[config.mk]
export PLATFORM = sky130hd
export DESIGN_NAME = lac_controller
export DESIGN_NICKNAME = d
export VERILOG_FILES = /design/src/rtl/lac_pkg.sv /design/src/rtl/lac_controller.sv
export SDC_FILE = /design/constraint.sdc
export NUM_CORES = 1
export LEC_CHECK = 0
export BUFFER_PORTS_ARGS = -buffer_cell sky130_fd_sc_hd__buf_2
export CAP_MARGIN = 20
export CORE_AREA = 10 10 48 50
export DETAILED_ROUTE_END_ITERATION = 7
export DIE_AREA = 0 0 58 60
export MAX_ROUTING_LAYER = met4
export PLACE_DENSITY_LB_ADDON = 0.08
export SYNTH_ARGS = -nofsm -noshare
export SYNTH_HDL_FRONTEND = slang
export SYNTH_SLANG_ARGS = --single-unit
[constraint.sdc]
create_clock -name clk -period 4.31 [get_ports clk]
set_input_delay 0.2155 -clock clk [delete_from_list [all_inputs] [get_ports clk]]
set_output_delay 0.2155 -clock clk [all_outputs]
set_load 0.03 [all_outputs]
[src/rtl/lac_pkg.sv]
// Package for the lag autocovariance engine: sizes, function codes, the
// command struct to the datapath and its status struct. No dependencies.
`default_nettype none
package lac_pkg;
    localparam int DEPTH    = 4096;
    localparam int AW       = $clog2(DEPTH);
    localparam int CW       = $clog2(DEPTH + 1);
    localparam int MAG_W    = 23;
    localparam int SUM_W    = MAG_W + CW;
    localparam int PROD_W   = 2 * (MAG_W + 1);
    localparam int ACC_W    = 64;
    localparam int ACV_W    = 48;
    localparam int LAG_W    = 12;

    localparam logic [1:0] FN_CLEAR = 2'd0;
    localparam logic [1:0] FN_PUSH  = 2'd1;
    localparam logic [1:0] FN_QUERY = 2'd2;

    typedef struct packed {
        logic clear;
        logic push;
        logic mean_start;
        logic acc_clear;
        logic rd_issue;
        logic acc_add;
        logic div_start;
        logic load_out;
        logic err_out;
    } lac_cmd_t;

    typedef struct packed {
        logic          full;
        logic          lag_bad;
        logic          div_busy;
        logic          walk_last;
    } lac_sts_t;
endpackage
`default_nettype wire

[src/rtl/lac_controller.sv]
// Controller state machine: sequences push, clear and query walks.
// Depends on lac_pkg.
`default_nettype none
module lac_controller
    import lac_pkg::*;
(
    input  wire logic       clk,
    input  wire logic       rst_n,
    input  wire logic       in_fire,
    input  wire logic [1:0] func,
    input  wire lac_sts_t   sts,
    input  wire logic       out_fire,
    output lac_cmd_t        cmd,
    output logic            busy,
    output logic            out_valid
);
    localparam logic [2:0] S_IDLE = 3'd0;
    localparam logic [2:0] S_MEAN = 3'd1;
    localparam logic [2:0] S_WALK = 3'd2;
    localparam logic [2:0] S_DRAIN = 3'd3;
    localparam logic [2:0] S_DIV  = 3'd4;
    localparam logic [2:0] S_DIVW = 3'd5;

    logic [2:0] state_reg, state_next;
    logic [2:0] drain_reg, drain_next;
    logic       ov_reg, ov_next;
    logic       wait_reg, wait_next;
    // accumulate one product for each completed pair, delayed through addpipe_reg
    logic [1:0] addpipe_reg;

    always_comb
    begin
        cmd        = '0;
        state_next = state_reg;
        drain_next = drain_reg;
        ov_next    = ov_reg && !out_fire;
        wait_next  = 1'b0;
        cmd.acc_add = addpipe_reg[1];
        case (state_reg)
            S_IDLE:
            begin
                if (in_fire)
                begin
                    if (func == FN_CLEAR)
                    begin
                        cmd.clear = 1'b1;
                    end
                    else if (func == FN_PUSH)
                    begin
                        cmd.push = !sts.full;
                    end
                    else if (func == FN_QUERY)
                    begin
                        if (sts.lag_bad)
                        begin
                            cmd.err_out = 1'b1;
                            ov_next     = 1'b1;
                        end
                        else
                        begin
                            cmd.mean_start = 1'b1;
                            wait_next      = 1'b1;
                            state_next     = S_MEAN;
                        end
                    end
                end
            end
            S_MEAN:
            begin
                // wait for the mean register to settle before the walk starts
                if (!sts.div_busy && !wait_reg)
                begin
                    wait_next = 1'b1;
                    if (wait_reg == 1'b0 && drain_reg == 3'd0)
                    begin
                        drain_next = 3'd1;
                    end
                    else
                    begin
                        cmd.acc_clear = 1'b1;
                        drain_next    = 3'd0;
                        state_next    = S_WALK;
                    end
                end
            end
            S_WALK:
            begin
                cmd.rd_issue = 1'b1;
                if (drain_reg == 3'd1)
                begin
                    drain_next = 3'd0;
                    if (sts.walk_last)
                    begin
                        state_next = S_DRAIN;
                        drain_next = 3'd3;
                    end
                end
                else
                begin
                    drain_next = 3'd1;
                end
            end
            S_DRAIN:
            begin
                drain_next = drain_reg - 1'b1;
                if (drain_reg == 3'd0)
                begin
                    state_next = S_DIV;
                end
            end
            S_DIV:
            begin
                cmd.div_start = 1'b1;
                state_next    = S_DIVW;
                wait_next     = 1'b1;
            end
            S_DIVW:
            begin
                if (!sts.div_busy && !wait_reg && !ov_reg)
                begin
                    cmd.load_out = 1'b1;
                    ov_next      = 1'b1;
                    state_next   = S_IDLE;
                end
            end
            default:
            begin
                state_next = S_IDLE;
            end
        endcase
    end

    always_ff @(posedge clk or negedge rst_n)
    begin
        if (!rst_n)
        begin
            state_reg   <= S_IDLE;
            drain_reg   <= '0;
            ov_reg      <= 1'b0;
            wait_reg    <= 1'b0;
            addpipe_reg <= '0;
        end
        else
        begin
            state_reg   <= state_next;
            drain_reg   <= drain_next;
            ov_reg      <= ov_next;
            wait_reg    <= wait_next;
            addpipe_reg <= {addpipe_reg[0],
                            state_reg == S_WALK && drain_reg == 3'd1};
        end
    end

    assign busy      = (state_reg != S_IDLE) || (ov_reg && func == FN_QUERY);
    assign out_valid = ov_reg;
endmodule
`default_nettype wire

==> metrics.md <==
| Metric | Value |
|---|---|
| EDFF count, synth | `0` |
| Crit path time final | `between 1.5 and 2 ns` |
| Via-to-Cell Ratio | `5.36` |
| Clock tree from TritonCTS | `built` |
| Vias in the first global route | `630` |
| Worst vdd ir | `229 uV` |
| First DRT Iteration DRCs | `20` |
| First-pass GRT wire length | `~2700 um` |
| Dominant cells by area after synthesis | `dfrtp_1 38%, ha_1 5.7%, nand2_1 4.6%, nor2_1 3.4%, mux2i_1 3.1%` |
| Mapped Avg Cell Area | `9.50 sq um` |
| Fmax | `0.540 GHz` |
| Crit Path Class | `reg -> out` |
| Slowest library cell on the worst path | `dfrtp_1` |
| H-tree levels | `1` |
| Routed Antenna Nets | `0` |
| Pin slew with the least headroom to its limit | `slightly above 0.5 ns` |
| Slew Viols, Final | `0` |
| Status | `finished clean` |
| Largest net degree at the start of global routing | `15` |
| Startpoint types | `register` |
| Worst reg2reg path startpoint | `state_reg[0]` |
| Power density over the cells | `670 mW/mm^2` |
| Arrival time worst endpoint | `1.64 ns` |
| Ys async rst share | `100%` |
| Skew-Pair Late Insertion Delay | `0.26 ns` |
| Setup TNS | `0 ns` |
| Most common flop cell mapped by yosys | `dfrtp_1` |
| Die W | `between 50 and 60 um` |
| Register area share after synthesis | `38.2%` |
| Worst Path Required | `4.09 ns` |
| Routed WL | `1480 um` |
| Fillers | `143` |
| Sequential power share | `33.0%` |
| Final Cycle Share | `43.0%` |
| Layout overhead on the synthesized area | `22.3%` |
| Worst Hold Class | `in -> reg` |
| Combinational share of power | `between 50% and 60%` |
| Share of cells above drive strength 1 | `37.4%` |
| Synth Register Bits | `10` |
| Crit path from | `state_reg[0]` |
| Area post-placement | `756 sq um` |
| Layout net count | `105` |
| Final instance area | `802 sq um` |
| Post-synth cell types | `33` |
| Cell with the most instances after synthesis | `dfrtp_1` |
| Crit-path max FO | `14` |
| Endpoints failing setup | `0` |
| Synthesized area | `656 sq um` |
| Relative max-transition margin | `about two thirds` |
| Final Hold Vio Count | `0` |
| Chip height | `60 um` |
| Clock transition at the registers of the reported paths | `0.07 ns` |
| GR Overflow Total | `0` |
| First-pass DRT Iterations | `4` |
| Gr usage total | `9.82%` |
| Commonest cells in the synthesized netlist | `10 x dfrtp_1, 8 x nand2_1, 6 x nor2_1` |
| Crit-path max cell delay | `0.56 ns` |
| Internal power | `0.000297 W` |
| Synthesized Nets | `a little over 80` |
| Clock Path Buffers | `2` |
| Synthesis warning total | `0` |
| Antenna cells | `0` |
| DIE AREA | `0.00348 sq mm` |
| Placeable Area | `0.00144 sq mm` |
| Static leakage | `0.418 nW` |
| Sw Pwr | `0.000240 W` |
| CTS buffer count | `3` |
| CP endpoint kind | `output pin` |
| Synth area leader | `dfrtp_1` |
| Gate Count Post-Synth | `slightly below 70` |
| Unrepaired setup endpoints after global routing | `no` |
| Switching portion of total power | `44.6%` |
| Clock Skew | `0.00280 ns` |
| Clock Sinks | `10` |
| Multi-input logic area | `367 sq um` |
| Hold_sp | `out_fire` |
| Starting Density | `45.6%` |
| Max Cap Viol | `0` |
| R2R depth | `3` |
| Initial antenna violation count | `0` |
| Root buffer cell | `clkbuf_4` |
| Num rows | `14` |
| Clock power frac | `15.6%` |
| Hpwl dp | `1200 um` |
| Placer Congestion | `0.832` |
| Post-synth top area share | `38.2%` |
| Hold depth | `3` |
| Residual DRC | `0` |
| Wire per inst | `13.9 um` |
| Via count | `approximately 570` |
| Port buffer count | `20` |
| FF/Latch Area | `~250 sq um` |
| Critical path cell sequence | `nor3_2 > nand2_1 > nor4b_2 > buf_2` |
| I/O pins | `21` |
## per-stage QoR
step           util [%]  hold slack (ns)  total power, W  setup WS (ns)  cells
6_report           55.8            0.230        0.000537           2.46    107
5_1_grt            55.8            0.270        0.000582           2.36    107
2_1_floorplan         -          -0.0801        0.000396           2.43     69
3_5_place_dp       52.6           0.0864        0.000456           2.76    102
4_1_cts            55.8            0.231        0.000543           2.46    107
3_3_place_gp       52.6           0.0937        0.000456           2.79    102
## power groups by stage
stage          clock [W]  combinational, W  sequential [W]
6_report       0.0000838          0.000276        0.000177
5_1_grt        0.0000902          0.000309        0.000183
4_1_cts        0.0000853          0.000281        0.000177
3_5_place_dp           0          0.000278        0.000178
3_3_place_gp           0          0.000278        0.000178
2_1_floorplan          0          0.000238        0.000158
## worst max-delay path, delay by kind of cell, from the launching register on
family,cells,cell delay [ns]
simple gates,3,0.58
flops,1,0.56
buf+inv,1,0.23
## cell type report
type,count,area share (%)
Sequential cell,10,31.2
Multi-Input combinational cell,51,45.7
Clock buffer,4,4.52
Tap cell,16,2.50
Timing Repair Buffer,21,13.7
Inverter,5,2.34
## per-layer routing
metal	vias to the layer above	GRT usage (%)	wire, um
met4	0	3.36	10
met2	18	16.1	679
li1	288	-	-
met3	2	2.97	82
met5	-	-	0
met1	265	11.1	712
## timing repair
action                                  4_1_cts  5_1_grt
setup buffers                                 0        0
gates resized for setup                       0        0
endpoints found under the hold margin        10        0
endpoints found under the setup margin        0        0
hold buffers                                  1        0
## cell families (layout without fill, tap and decap cells)
kind of cell / count (synthesis) / after routing / synth area share [%]
adders and majority gates: 3 / 3 / 5.73
and+or+nand+nor: 31 / 31 / 26.7
muxes: 4 / 4 / 7.06
DFF: 10 / 10 / 38.2
AOI/OAI and AO/OA: 13 / 13 / 16.4
buffers and inverters: 8 / 30 / 5.91
## final timing paths
kind	to	slack, ns
max	cmd[7]	2.46
min in group asynchronous	drain_reg[1]	0.34
max reg2reg	drain_reg[0]	2.78
min reg2reg	addpipe_reg[1]	0.35
min	out_valid	0.23
max in group asynchronous	drain_reg[0]	3.79
## placed cells by master, fill, tap and decap left out, types with 2 or more instances in the layout
| master | n |
|---|---|
| nor2_2 | 2 |
| buf_2 | 20 |
| ha_1 | 3 |
| mux2i_1 | 2 |
| nor3_1 | 3 |
| a21o_1 | 2 |
| dfrtp_1 | 10 |
| nor2_1 | 6 |
| nand2_1 | 8 |
| clkbuf_4 | 3 |
| inv_1 | 4 |
| nand2b_1 | 2 |
| nor2b_1 | 3 |
| a21oi_1 | 2 |
No activity file was read; power rests on OpenSTA's default activity.
